## config.mk

```make
export PLATFORM = sky130hd
export DESIGN_NAME = staged_bringup_retry_sequencer
export DESIGN_NICKNAME = d
export VERILOG_FILES = /design/src/rtl/sbrs_pkg.sv /design/src/rtl/staged_bringup_retry_sequencer.sv
export SDC_FILE = /design/constraint.sdc
export NUM_CORES = 1
export LEC_CHECK = 0
export BUFFER_PORTS_ARGS = -buffer_cell sky130_fd_sc_hd__buf_2
export CELL_PAD_IN_SITES_DETAIL_PLACEMENT = 1
export CELL_PAD_IN_SITES_GLOBAL_PLACEMENT = 1
export CORE_ASPECT_RATIO = 2
export CORE_MARGIN = 4
export CORE_UTILIZATION = 42
export CTS_CLUSTER_DIAMETER = 120
export DETAILED_ROUTE_END_ITERATION = 16
export GPL_TIMING_DRIVEN = 0
export HOLD_SLACK_MARGIN = 0.1
export PLACE_DENSITY_LB_ADDON = 0.1
export SLEW_MARGIN = 20
export SYNTH_ARGS = -nofsm -noshare
export SYNTH_HDL_FRONTEND = slang
export SYNTH_SLANG_ARGS = --single-unit
```

## constraint.sdc

```tcl
create_clock -name clk -period 5.7 [get_ports clk]
set_input_delay 0.855 -clock clk [delete_from_list [all_inputs] [get_ports clk]]
set_output_delay 0.855 -clock clk [all_outputs]
set_load 0.05 [all_outputs]
```

## src/rtl/sbrs_pkg.sv

```systemverilog
package sbrs_pkg;

    // Stage codes
    localparam logic [3:0] ST_IDLE     = 4'd0;
    localparam logic [3:0] ST_BEGIN    = 4'd1;
    localparam logic [3:0] ST_OUTPUT   = 4'd2;
    localparam logic [3:0] ST_DYNMODEL = 4'd3;
    localparam logic [3:0] ST_NAVFREQ  = 4'd4;
    localparam logic [3:0] ST_NAVRATE  = 4'd5;
    localparam logic [3:0] ST_AUTOPVT  = 4'd6;
    localparam logic [3:0] ST_DONE     = 4'd7;
    localparam logic [3:0] ST_QUAR     = 4'd8;
    localparam logic [3:0] ST_FAILED   = 4'd9;

    // Status codes
    localparam logic [2:0] RS_OK     = 3'd0;
    localparam logic [2:0] RS_INIT   = 3'd1;
    localparam logic [2:0] RS_CONFIG = 3'd2;
    localparam logic [2:0] RS_RATE   = 3'd3;
    localparam logic [2:0] RS_BUS    = 3'd4;

    // Event codes
    localparam logic [2:0] MODE_TICK    = 3'd0;
    localparam logic [2:0] MODE_ARM     = 3'd1;
    localparam logic [2:0] MODE_FAIL    = 3'd2;
    localparam logic [2:0] MODE_CONFIRM = 3'd3;
    localparam logic [2:0] MODE_QUAR    = 3'd4;

    // Configuration register indexes
    localparam logic [1:0] REG_FAST_LIMIT    = 2'd0;
    localparam logic [1:0] REG_FAST_INTERVAL = 2'd1;
    localparam logic [1:0] REG_SLOW_INTERVAL = 2'd2;
    localparam logic [1:0] REG_SKIP_OUTPUT   = 2'd3;

    localparam logic [15:0] COUNT_MAX = 16'hFFFF;

    typedef struct packed {
        logic [2:0]  fail_reason;
        logic        exchange_ok;
        logic        buffer_ready;
        logic        bus_ready;
        logic [31:0] now_ms;
        logic [2:0]  mode;
    } event_t;

    typedef struct packed {
        logic [15:0] failure_count;
        logic [2:0]  last_status;
        logic [3:0]  failed_stage;
        logic [3:0]  stage_now;
    } report_t;

endpackage

```

## src/rtl/staged_bringup_retry_sequencer.sv

```systemverilog
// Bring-up retry sequencer. Each request on the s_axis side is one event (tick, arm, external
// fail, confirm streaming, quarantine) and yields exactly one report on the m_axis side with the
// stage, last failed stage, status and saturating failure count after the event. Events are
// taken one per clock cycle while reports are drained. A request lands in the input register
// when it is accepted, and the state update then loads the report register, from which the
// report is taken. The state registers update once per event; a stalled report holds the
// input once the input register is full. Backoff expiry uses a wrapped signed compare of
// now_ms against the stored retry time. Configuration writes are taken at any time on the
// cfg channel but must only be issued while no event is in flight.
module staged_bringup_retry_sequencer (
    input  logic        clk,
    input  logic        rst_n,

    input  logic        s_axis_tvalid,
    output logic        s_axis_tready,
    // [31:0] now_ms, [32] bus_ready, [33] buffer_ready, [34] exchange_ok,
    // [37:35] fail_reason, [39:38] zero
    input  logic [39:0] s_axis_tdata,
    // [2:0] mode
    input  logic [2:0]  s_axis_tuser,

    output logic        m_axis_tvalid,
    input  logic        m_axis_tready,
    // [3:0] stage_now, [7:4] failed_stage, [10:8] last_status, [26:11] failure_count,
    // [31:27] zero
    output logic [31:0] m_axis_tdata,

    input  logic        cfg_valid,
    output logic        cfg_ready,
    input  logic [1:0]  cfg_index,
    input  logic [31:0] cfg_data
);
    import sbrs_pkg::*;

    logic [7:0]  fast_limit_reg;
    logic [15:0] fast_interval_reg;
    logic [31:0] slow_interval_reg;
    logic        skip_output_reg;

    logic        in_valid_reg;
    event_t      item_reg;
    logic        out_valid_reg;
    report_t     report_reg;

    logic [3:0]  stage_reg, stage_next;
    logic [3:0]  failed_stage_reg, failed_stage_next;
    logic [2:0]  status_reg, status_next;
    logic [15:0] count_reg, count_next;
    logic [31:0] retry_time_reg, retry_time_next;

    logic        advance;
    logic        arm_req;
    logic        fail_req;
    logic [2:0]  fail_why;
    logic [31:0] wait_diff;
    logic [15:0] count_inc;
    logic        use_fast;
    logic [31:0] backoff;

    assign cfg_ready     = 1'b1;
    assign advance       = in_valid_reg && (!out_valid_reg || m_axis_tready);
    assign s_axis_tready = !in_valid_reg || advance;

    always_ff @(posedge clk or negedge rst_n)
    begin
        if (!rst_n)
        begin
            fast_limit_reg    <= 8'd5;
            fast_interval_reg <= 16'd250;
            slow_interval_reg <= 32'd5000;
            skip_output_reg   <= 1'b0;
        end
        else if (cfg_valid)
        begin
            case (cfg_index)
                REG_FAST_LIMIT:    fast_limit_reg    <= cfg_data[7:0];
                REG_FAST_INTERVAL: fast_interval_reg <= cfg_data[15:0];
                REG_SLOW_INTERVAL: slow_interval_reg <= cfg_data;
                REG_SKIP_OUTPUT:   skip_output_reg   <= cfg_data[0];
                default: ;
            endcase
        end
    end

    // Input register
    always_ff @(posedge clk or negedge rst_n)
    begin
        if (!rst_n)
            in_valid_reg <= 1'b0;
        else if (s_axis_tready)
            in_valid_reg <= s_axis_tvalid;
    end

    always_ff @(posedge clk)
    begin
        if (s_axis_tready && s_axis_tvalid)
        begin
            item_reg.mode         <= s_axis_tuser;
            item_reg.now_ms       <= s_axis_tdata[31:0];
            item_reg.bus_ready    <= s_axis_tdata[32];
            item_reg.buffer_ready <= s_axis_tdata[33];
            item_reg.exchange_ok  <= s_axis_tdata[34];
            item_reg.fail_reason  <= s_axis_tdata[37:35];
        end
    end

    // Failure bookkeeping shared by tick and external fail
    assign wait_diff = item_reg.now_ms - retry_time_reg;
    assign count_inc = (count_reg == COUNT_MAX) ? count_reg : count_reg + 16'd1;
    assign use_fast  = count_inc <= {8'd0, fast_limit_reg};
    assign backoff   = use_fast ? {16'd0, fast_interval_reg} : slow_interval_reg;

    always_comb
    begin
        stage_next        = stage_reg;
        failed_stage_next = failed_stage_reg;
        status_next       = status_reg;
        count_next        = count_reg;
        retry_time_next   = retry_time_reg;
        arm_req           = 1'b0;
        fail_req          = 1'b0;
        fail_why          = RS_OK;

        case (item_reg.mode)
            MODE_TICK:
            begin
                case (stage_reg)
                    ST_IDLE, ST_FAILED:
                        arm_req = !wait_diff[31];
                    ST_BEGIN, ST_OUTPUT, ST_DYNMODEL, ST_NAVFREQ, ST_NAVRATE, ST_AUTOPVT:
                    begin
                        if (!item_reg.bus_ready)
                        begin
                            fail_req = 1'b1;
                            fail_why = RS_BUS;
                        end
                        else
                        begin
                            case (stage_reg)
                                ST_BEGIN:
                                begin
                                    if (!item_reg.buffer_ready || !item_reg.exchange_ok)
                                    begin
                                        fail_req = 1'b1;
                                        fail_why = RS_INIT;
                                    end
                                    else
                                        stage_next = skip_output_reg ? ST_DYNMODEL : ST_OUTPUT;
                                end
                                ST_OUTPUT:
                                begin
                                    fail_req   = !item_reg.exchange_ok;
                                    fail_why   = RS_CONFIG;
                                    stage_next = ST_DYNMODEL;
                                end
                                ST_DYNMODEL:
                                begin
                                    fail_req   = !item_reg.exchange_ok;
                                    fail_why   = RS_CONFIG;
                                    stage_next = ST_NAVFREQ;
                                end
                                ST_NAVFREQ:
                                begin
                                    fail_req   = !item_reg.exchange_ok;
                                    fail_why   = RS_RATE;
                                    stage_next = ST_NAVRATE;
                                end
                                ST_NAVRATE:
                                begin
                                    fail_req   = !item_reg.exchange_ok;
                                    fail_why   = RS_CONFIG;
                                    stage_next = ST_AUTOPVT;
                                end
                                default:
                                begin
                                    fail_req    = !item_reg.exchange_ok;
                                    fail_why    = RS_CONFIG;
                                    stage_next  = ST_DONE;
                                    status_next = RS_OK;
                                end
                            endcase
                        end
                    end
                    default: ;
                endcase
            end
            MODE_ARM:
                arm_req = 1'b1;
            MODE_FAIL:
            begin
                fail_req = 1'b1;
                fail_why = (item_reg.fail_reason inside {[3'd5:3'd7]}) ? RS_BUS
                                                                      : item_reg.fail_reason;
            end
            MODE_CONFIRM:
                count_next = 16'd0;
            MODE_QUAR:
            begin
                stage_next        = ST_QUAR;
                failed_stage_next = ST_BEGIN;
                status_next       = RS_BUS;
            end
            default: ;
        endcase

        // Quarantine blocks arming and failing; a failure overrides any stage advance
        if (arm_req && stage_reg != ST_QUAR)
        begin
            stage_next      = ST_BEGIN;
            status_next     = RS_OK;
            retry_time_next = item_reg.now_ms;
        end
        if (fail_req && stage_reg != ST_QUAR)
        begin
            if (stage_reg != ST_FAILED)
                failed_stage_next = stage_reg;
            stage_next      = ST_FAILED;
            status_next     = fail_why;
            count_next      = count_inc;
            retry_time_next = item_reg.now_ms + backoff;
        end
    end

    always_ff @(posedge clk or negedge rst_n)
    begin
        if (!rst_n)
        begin
            stage_reg        <= ST_IDLE;
            failed_stage_reg <= ST_IDLE;
            status_reg       <= RS_OK;
            count_reg        <= 16'd0;
            retry_time_reg   <= 32'd0;
            out_valid_reg    <= 1'b0;
        end
        else
        begin
            if (advance)
            begin
                stage_reg        <= stage_next;
                failed_stage_reg <= failed_stage_next;
                status_reg       <= status_next;
                count_reg        <= count_next;
                retry_time_reg   <= retry_time_next;
                out_valid_reg    <= 1'b1;
            end
            else if (m_axis_tready)
                out_valid_reg <= 1'b0;
        end
    end

    always_ff @(posedge clk)
    begin
        if (advance)
        begin
            report_reg.stage_now     <= stage_next;
            report_reg.failed_stage  <= failed_stage_next;
            report_reg.last_status   <= status_next;
            report_reg.failure_count <= count_next;
        end
    end

    assign m_axis_tvalid = out_valid_reg;
    assign m_axis_tdata  = {5'd0, report_reg};

endmodule

```

# Word level (Yosys, flattened, before mapping)
# Index checks and enable logic that the tools add are counted.
dict set report classes {
  add_sub_neg 3
  order_cmp 3
  n_reduce_logical 26
  eq_ne 17
  mux 38
}
# op count
set ops {}
lappend ops {{two-way mux 32 bit} 3}
lappend ops {{two-way mux 16 bit} 3}
lappend ops {{adder 32 bit} 1}
lappend ops {{two-way mux 4 bit} 8}
lappend ops {{subtractor 32 bit} 1}
lappend ops {{two-way mux 3 bit} 8}
lappend ops {{one-hot mux 4 bit (5 select lines)} 1}
lappend ops {{one-hot mux 3 bit (2 select lines)} 3}
lappend ops {{adder 16 x 1 -> 16 bit (second input constant)} 1}
lappend ops {{equality test 16 bit (second input constant)} 1}
lappend ops {{less-or-equal comparator 16 x 8 -> 1 bit} 1}
lappend ops {{equality test 4 x 3 -> 1 bit (second input constant)} 3}
lappend ops {{AND reduction 2 bit} 5}
lappend ops {{two-way mux 1 bit} 9}
lappend ops {{equality test 4 x 2 -> 1 bit (second input constant)} 2}
lappend ops {{!= test 4 bit (second input constant)} 2}
lappend ops {{one-hot mux 4 bit (2 select lines)} 1}
lappend ops {{equality test 3 x 2 -> 1 bit (second input constant)} 2}
lappend ops {{OR reduction 6 bit} 1}
lappend ops {{logical AND 1 bit} 5}
lappend ops {{logical NOT 1 bit} 5}
lappend ops {{OR reduction 5 bit} 1}
lappend ops {{equality test 2 bit (second input constant)} 2}
lappend ops {{equality test 4 x 1 -> 1 bit (second input constant)} 1}
lappend ops {{13 further kinds} 17}
dict set report totals {
  word_cells 108
  register_bits 186
  in_bits 82
  output_inout_bits 35
}

# Depth between registers and ports, before layout
# Gate-level depths: netlist of run 1.
dict set report logic_depth {
  ltp_word 10
  depth_mapped 30
}

# Worst setup path before layout of run 1
# OpenSTA, ideal clock, no wires.
dict set report synth_path {
  path_kind {register to register}
  from {register count_reg[0]}
  to {register retry_time_reg[28]}
  setup_ns 0.123
  n_path_buf 3
  t_required_ns 5.577
  stages_incl_launch_ff 29
  synth_period_minus_slack_ns 5.801
  setup_slack_ns -0.101
  t_arrival_ns 5.678
  cell_sequence {dfrtp_1 > ha_1 > nand2_1 > or3_1 > or2_1 > clkbuf_1 > mux2i_1 > inv_1 > ha_1 > a21o_1 > a221oi_1 > o21ai_0 > a21boi_1 > and4_1 > buf_2 > buf_4 > mux2_1 > ha_1 > inv_1 > fa_1 > nor2b_4 > o31a_1 > o31a_1 > o31a_1 > a21o_1 > a211o_1 > a21oi_2 > xnor2_1 > o221a_1}
}
dict set report synth_between {
  elab_chain_cells 6
}
# item line
set synth_lines {}
lappend synth_lines {{start: declaration} staged_bringup_retry_sequencer.sv:48} ;# logic [15:0] count_reg, count_next;
lappend synth_lines {{start signal: assignment} staged_bringup_retry_sequencer.sv:242} ;# count_reg <= count_next;
lappend synth_lines {{adder 16 x 1 -> 16 bit or equality test 16 bit (tied branches)} staged_bringup_retry_sequencer.sv:109} ;# assign count_inc = (count_reg == COUNT_MAX) ? count_reg : count_reg + 16'd1;
lappend synth_lines {{two-way mux 16 bit (*)} staged_bringup_retry_sequencer.sv:109}
lappend synth_lines {{less-or-equal comparator 16 x 8 -> 1 bit (*)} staged_bringup_retry_sequencer.sv:110} ;# assign use_fast = count_inc <= {8'd0, fast_limit_reg};
lappend synth_lines {{two-way mux 32 bit (*)} staged_bringup_retry_sequencer.sv:111} ;# assign backoff = use_fast ? {16'd0, fast_interval_reg} : slow_interval_reg;
lappend synth_lines {{adder 32 bit (*)} staged_bringup_retry_sequencer.sv:220} ;# retry_time_next = item_reg.now_ms + backoff;
lappend synth_lines {{two-way mux 32 bit (*)} staged_bringup_retry_sequencer.sv:213} ;# if (fail_req && stage_reg != ST_QUAR)
lappend synth_lines {{end signal: assignment} staged_bringup_retry_sequencer.sv:243} ;# retry_time_reg <= retry_time_next;
lappend synth_lines {{end: declaration} staged_bringup_retry_sequencer.sv:49} ;# logic [31:0] retry_time_reg, retry_time_next;
# Every way passes the cells marked *; elsewhere a longest branch is shown, timed or not.
# A chain may end at the register's enable or synchronous reset.

# Worst setup path after layout of run 1
dict set report layout_path {
  from {register count_reg[1]}
  to {register retry_time_reg[26]}
}
# The elaborated chain is that of the path after synthesis.

==> summary.txt, run 1 <==
STA
  – Final cycle utilization of the critical path: 102%
  – Setup repair after global routing missed its margin: true
  – Worst hold slack: 0.245 ns
  – Post-route setup TNS: -0.400 ns
  – Max Clk Rate: between 0.15 and 0.2 GHz
  – Slew headroom: 45.0%
  – Worst slew pin tran: 0.824 ns
  – Count of pins over their slew limit: 0
  – Final setup vio count: 5
  – Final setup margin: -0.109 ns
  – Final Hold Viols: 0
  – Minimum period implied by the final worst setup slack: approximately 5.8 ns
  – Worst Clk Skew: roughly 0.015 ns

Layout
  – Most frequent cells in the layout: nand2_1, buf_2, dfrtp_1, mux2_2, edfxtp_1
  – Fraction of final layout cells with drive strength greater than 1: a little under a third
  – Final-layout fill cell count: 2777
  – Number of flip-flops under the largest register name: 41
  – Final layout net count: about 1.4k
  – Final instance count without filler cells: 1592
  – Area growth from synthesis to layout: 25.0%
  – Commonest non-fill, non-tap cell in the layout: nand2_1
  – Antenna diode count: 0

Global routing
  – Global-route wire length before repair: 51600 um
  – Maximum number of pins on one net before global-route repair: 83
  – Global-route usage over all layers: 24.3%
  – Via count of the first global-routing pass: 9591
  – Overflow left after global routing: 0
  – Number of antenna violations at the first check in global routing: 0

Clock network
  – Number of CTS-inserted buffers: 17
  – Clock transition at the registers of the reported paths: 0.07 ns
  – Root Buffer Master: clkbuf_16
  – Clock sink total: 186
  – Number of hold buffers added after cts: 0
  – Clock tree from TritonCTS: built
  – Maximum level of the CTS H-tree: 4
  – Later-pin clock latency in the skew report: 0.48 ns
  – Clock buffer depth: 2

Flow run
  – Max-cap violation count: 0

Yosys
  – Async set-or-reset flop fraction in the synthesized netlist: a little under two thirds
  – Post-synth top flop: dfrtp_1
  – Count of distinct cell types in the synthesized netlist: 70
  – Number of flops mapped to enable cells by yosys: 68
  – Yosys top cell area share: roughly a quarter
  – Sequential fraction of the synthesis area: 46.6%
  – Number of instances in the synthesized netlist: 1064
  – Flip-flop and latch count after synthesis: 186
  – Mapped Area: 0.0108 mm^2
  – Biggest area consumer among synthesized cells: dfrtp_1
  – Mean Syn Cell Area: around 10 um^2
  – Area contributors post-synth: dfrtp_1, edfxtp_1, ha_1, mux2_2, nand2_1
  – Count of synthesis-stage warnings from yosys: 0

Route
  – DR vias/cell: 5.58
  – Initial DRC Count: 359
  – DRC Markers: 0
  – Pre-Repair DR Iteration Count: 5
  – Vias: 8880
  – Routed length per placed instance: 21.6 um
  – Number of nets with antenna violations after detailed routing: 0
  – DRT Wirelength: between 30000 and 40000 um

Worst setup path
  – Endpoint arrival time on the critical path: ~6.2 ns
  – Class of the most critical setup path: flop to flop
  – Maximum single-stage delay on the critical path: 0.40 ns
  – Cell repeated most along the worst path: o31a_1
  – Launch instance of the worst register-to-register path: count_reg[1]
  – Depth of the worst register-to-register path: 28
  – Slowest stage cell on the critical path: dfrtp_2
  – Worst r2r dst: retry_time_reg[26]
  – Worst path required time: 6.10 ns
  – Worst reg2reg setup slack: -0.11 ns
  – Crit path capture type: flop
  – Startpoint types: flop
  – Largest driver fanout on the critical path: 4

Floorplanning
  – Vertical die dimension: 234 um
  – I/O Pins: 117
  – Placeable core region: 0.0251 mm^2
  – Initial core utilization: 42.8%
  – Total number of placement rows: 82
  – Die ar.: 0.0284 mm^2
  – Die extent in x: 121 um

Pwr
  – IR drop worst, VDD: around 0.25 mV
  – Total power divided by cell area: 419 mW/mm^2
  – Final Total Pwr: 5.63 mW
  – Leakage: ~5.8 nW

Place
  – Post-Place Worst Slack: -1.21 ns
  – Post-DP HPWL: approximately 25000 um
  – Port buffer count: 108
  – Total placed cells including tap cells: 1515
  – Placer Congestion: 0.912

Outcome
  – Run status: finished with violations
  – Failing checks: setup timing

Worst hold path
  – Worst min-delay path class: input port to asynchronous set/reset pin
area by class of cell:
class / count / area [um^2] / area share, %
plain buffers: 46 / 262 / 1.95
multi-input cells: 765 / 5880 / 43.8
well taps: 336 / 420 / 3.13
inverters: 66 / 250 / 1.86
clock inverters: 11 / 80.1 / 0.596
repair buffers: 161 / 1040 / 7.74
clock buffers: 21 / 483 / 3.59
flip-flops and latches: 186 / 5020 / 37.4
worst max-delay path by stage:
stage | from | end | slack (ns)
final | count_reg[1] | retry_time_reg[26] | -0.11
after global routing | count_reg[1] | retry_time_reg[26] | -0.30
after global placement | count_reg[0] | retry_time_reg[17] | -1.19
after detailed placement | count_reg[0] | retry_time_reg[17] | -1.21
after CTS | count_reg[0] | retry_time_reg[28] | -0.21
after floorplan | count_reg[0] | retry_time_reg[28] | 0.01
per-stage QoR:
step                cell area [um^2]  util (%)
detailed placement             11800      47.1
global placement               11700      46.7
global route                   13400      53.5
CTS                            13000      51.7
finish                         13400      53.5
floorplan                      10800         -
worst max-delay path: cells and delay by family, from the launching register on:
| family | cells | cell delay, ns |
|---|---|---|
| and+or+nand+nor | 6 | 1.08 |
| buffers and inverters | 5 | 0.50 |
| adders and majority gates | 4 | 0.75 |
| AOI/OAI and AO/OA | 10 | 2.25 |
| DFF | 1 | 0.40 |
| xor gates and xnor gates | 2 | 0.42 |
| muxes | 1 | 0.31 |
metal layers:
metal / GRT usage (%) / part of all wire (%) / up-vias
li1: - / - / 4155
met1: 22.6 / 34 / 4474
met2: 49.0 / 58 / 162
met3: 3.45 / 2.7 / 89
met4: 13.3 / 5.3 / 0
met5: 0 / 0 / -
power breakdown:
part	internal, mW	total (mW)	leakage [nW]	switching (mW)
Clock	0.614	1.18	0.280	0.563
Sequential	1.68	1.82	2.06	0.137
Combinational	1.15	2.63	3.49	1.48
Total	3.45	5.63	5.83	2.18
Yosys cell counts (17+ instances only):
cell / count
mux2_2: 67
nand3_1: 29
nor2_1: 60
clkbuf_1: 25
nor2b_1: 17
o21ai_0: 48
a21oi_1: 56
o21ai_1: 46
inv_1: 65
nand2_1: 129
a21o_1: 20
xnor2_1: 28
ha_1: 70
edfxtp_1: 68
a31oi_1: 20
dfrtp_1: 105
repair_timing:
item,4_1_cts,5_1_grt
pin swaps,35,57
setup endpoints to repair,26,21
resized for setup,81,58
setup buffers,34,16
cells by family (layout without fill, tap and decap cells):
family	count (synthesis)	after routing	share of synthesized area, %
flops	186	186	46.6
buf+inv	117	305	4.55
other cells	2	6	0.0698
simple gates	296	296	12.7
xor+xnor	37	37	3.01
fa+ha+maj	71	71	8.33
compound gates	265	265	15.4
mux	90	90	9.34
Power figures use the tool's default switching activity.
==> run 2, diff against run 1 <==
--- a/config.mk
+++ b/config.mk
@@ -14,7 +14,7 @@
 export CTS_CLUSTER_DIAMETER = 120
 export DETAILED_ROUTE_END_ITERATION = 16
 export GPL_TIMING_DRIVEN = 0
-export HOLD_SLACK_MARGIN = 0.1
+export HOLD_SLACK_MARGIN = 0.02
 export PLACE_DENSITY_LB_ADDON = 0.1
 export SLEW_MARGIN = 20
 export SYNTH_ARGS = -nofsm -noshare
==> constraint.sdc (replaced) <==
create_clock -name clk -period 5.7 [get_ports clk]
set_input_delay 0 -clock clk [delete_from_list [all_inputs] [get_ports clk]]
set_output_delay 0 -clock clk [all_outputs]
set_load 0.05 [all_outputs]
==> run 2 against run 1 <==
The flow still finishes with violations (setup timing); sequential power about the same; critical path type unchanged; worst hold slack got worse by 0.17 ns; final cell count grew 5.3%; die area is the same; critical path depth stayed put; clock skew increased by 0.00080 ns; worst setup slack worse by 0.010 ns; sequential share of layout area is 2.2 points lower; design area is 6.3% higher; clock-buffer cell count stayed put; first-iteration DRC count increased by 3.6%; non-clock buffer count grew 84.
==> summary.txt, run 2 (synthesis results as in run 1) <==
Worst setup path
  – Crit path capture type: flop
  – Startpoint types: flop
  – Class of the most critical setup path: flop to flop
  – Cell repeated most along the worst path: o31a_1
  – Worst path required time: 6.10 ns
  – Endpoint arrival time on the critical path: 6.22 ns
  – Maximum single-stage delay on the critical path: roughly 0.4 ns
  – Slowest stage cell on the critical path: dfrtp_2
  – Largest driver fanout on the critical path: 4

Pwr
  – Final Total Pwr: 5.68 mW
  – Leakage: between 6 and 7 nW
  – Total power divided by cell area: 398 mW/mm^2
  – IR drop worst, VDD: approximately 0.25 mV

STA
  – Final setup vio count: 5
  – Final setup margin: -0.119 ns
  – Worst hold slack: approximately 0.073 ns
  – Post-route setup TNS: -0.509 ns
  – Final cycle utilization of the critical path: 102%
  – Final Hold Viols: 0
  – Worst slew pin tran: 0.814 ns
  – Slew headroom: 45.6%
  – Worst Clk Skew: between 0.015 and 0.02 ns
  – Minimum period implied by the final worst setup slack: approximately 5.8 ns
  – Count of pins over their slew limit: 0
  – Max Clk Rate: 0.172 GHz
  – Setup repair after global routing missed its margin: true

Floorplanning
  – Die extent in x: 121 um
  – Vertical die dimension: around 230 um
  – Initial core utilization: a little over two fifths
  – Die ar.: 0.0284 mm^2
  – I/O Pins: 117
  – Placeable core region: roughly 0.025 mm^2
  – Total number of placement rows: 82

Global routing
  – Overflow left after global routing: 0
  – Global-route usage over all layers: 25.3%
  – Number of antenna violations at the first check in global routing: 0
  – Global-route wire length before repair: 54000 um
  – Maximum number of pins on one net before global-route repair: 83
  – Via count of the first global-routing pass: 10.0k

Place
  – Post-Place Worst Slack: -1.21 ns
  – Cell area reported after detailed placement: 0.0118 mm^2
  – Port buffer count: 108
  – Post-DP HPWL: 25000 um
  – Total placed cells including tap cells: 1515
  – Placer Congestion: between 0.9 and 1

Clock network
  – Clock transition at the registers of the reported paths: 0.07 ns
  – Clock buffer depth: 2
  – Maximum level of the CTS H-tree: 4
  – Clock sink total: ~190
  – Number of CTS-inserted buffers: 17
  – Clock tree from TritonCTS: built
  – Root Buffer Master: clkbuf_16
  – Later-pin clock latency in the skew report: 0.48 ns

Layout
  – Final-layout fill cell count: ~2.7k
  – Final instance count without filler cells: 1676
  – Final instance area: 0.0143 mm^2
  – Number of flip-flops under the largest register name: 41
  – Commonest non-fill, non-tap cell in the layout: nand2_1
  – Area growth from synthesis to layout: 32.8%
  – Final layout net count: 1480
  – Post-layout utilization of the core: 56.8%
  – Fraction of final layout cells with drive strength greater than 1: 29.4%
  – Antenna diode count: 0
  – Most frequent cells in the layout: nand2_1, buf_2, dfrtp_1, dlygate4sd3_1, mux2_2

Route
  – Met3 WL post-DR: 788 um
  – Routed length per placed instance: around 21 um
  – Initial DRC Count: 372
  – DRC Markers: 0
  – Pre-Repair DR Iteration Count: 5
  – Detailed-routed wire length on met2: slightly above 20000 um
  – Number of nets with antenna violations after detailed routing: 0
  – Highest routed layer: met4
  – DRT Wirelength: approximately 35000 um
  – Routed met1 length: 12300 um
  – DR vias/cell: 5.49
  – Vias: 9208

Worst hold path
  – Worst min-delay path class: input port to flop

Outcome
  – Run status: finished with violations
  – Failing checks: setup timing

Flow run
  – Max-cap violation count: 0
==> run 2: cell types whose count changed in the layout (fill, tap and decap cells not counted), sizes merged <==
cell	before	now
dlygate4sd3	0	82
buf	187	189
==> run 2: final cells by class <==
| type | count | area (um^2) | share of cell area [%] |
|---|---|---|---|
| Clock inverter | 11 | 80.1 | 0.561 |
| Tap cell | 336 | 420 | 2.94 |
| Timing Repair Buffer | 245 | 1890 | 13.2 |
| Inverter | 66 | 250 | 1.75 |
| Clock buffer | 21 | 483 | 3.38 |
| Sequential cell | 186 | 5020 | 35.2 |
| Buffer | 46 | 262 | 1.83 |
| Multi-Input combinational cell | 765 | 5880 | 41.1 |
==> run 2: per-layer routing <==
layer	up-vias	GRT usage, %
met1	4638	23.9
met5	-	0
met4	0	13.4
met3	89	3.45
li1	4315	-
met2	166	51.1
==> run 2: timing repair <==
| item | 4_1_cts | 5_1_grt |
|---|---|---|
| hold buffers | 83 | 0 |
| hold endpoints to repair | 215 | 0 |
| pin swaps | 35 | 57 |
| setup buffers | 34 | 17 |
| endpoints found under the setup margin | 26 | 21 |
| gates resized for setup | 81 | 58 |
| cloned | 0 | 0 |
==> run 2: power by group <==
group / switching, mW / leakage (nW) / internal [mW]
Clock: 0.568 / 0.280 / 0.614
Sequential: 0.138 / 2.06 / 1.68
Combinational: 1.49 / 3.85 / 1.19
Total: 2.19 / 6.19 / 3.48
==> run 2: path summary, 6_finish.rpt <==
path	start	end	slack (ns)	cells past startpoint
setup / recovery	count_reg[1]	retry_time_reg[26]	-0.12	28
hold / removal	cfg_valid	fast_limit_reg[7]	0.07	4
setup reg to reg	count_reg[1]	retry_time_reg[26]	-0.12	28
hold reg to reg	failed_stage_reg[3]	failed_stage_reg[3]	0.48	2
max in group asynchronous	rst_n	count_reg[0]	5.08	3
min in group asynchronous	rst_n	slow_interval_reg[8]	0.12	2
==> run 2: worst max-delay path: cells and delay by family, from the launching register on <==
family / cells / cell delay, ns
flops: 1 / 0.40
mux: 1 / 0.31
fa+ha+maj: 4 / 0.75
buf+inv: 5 / 0.49
compound gates: 10 / 2.26
xor+xnor: 2 / 0.42
simple gates: 6 / 1.08
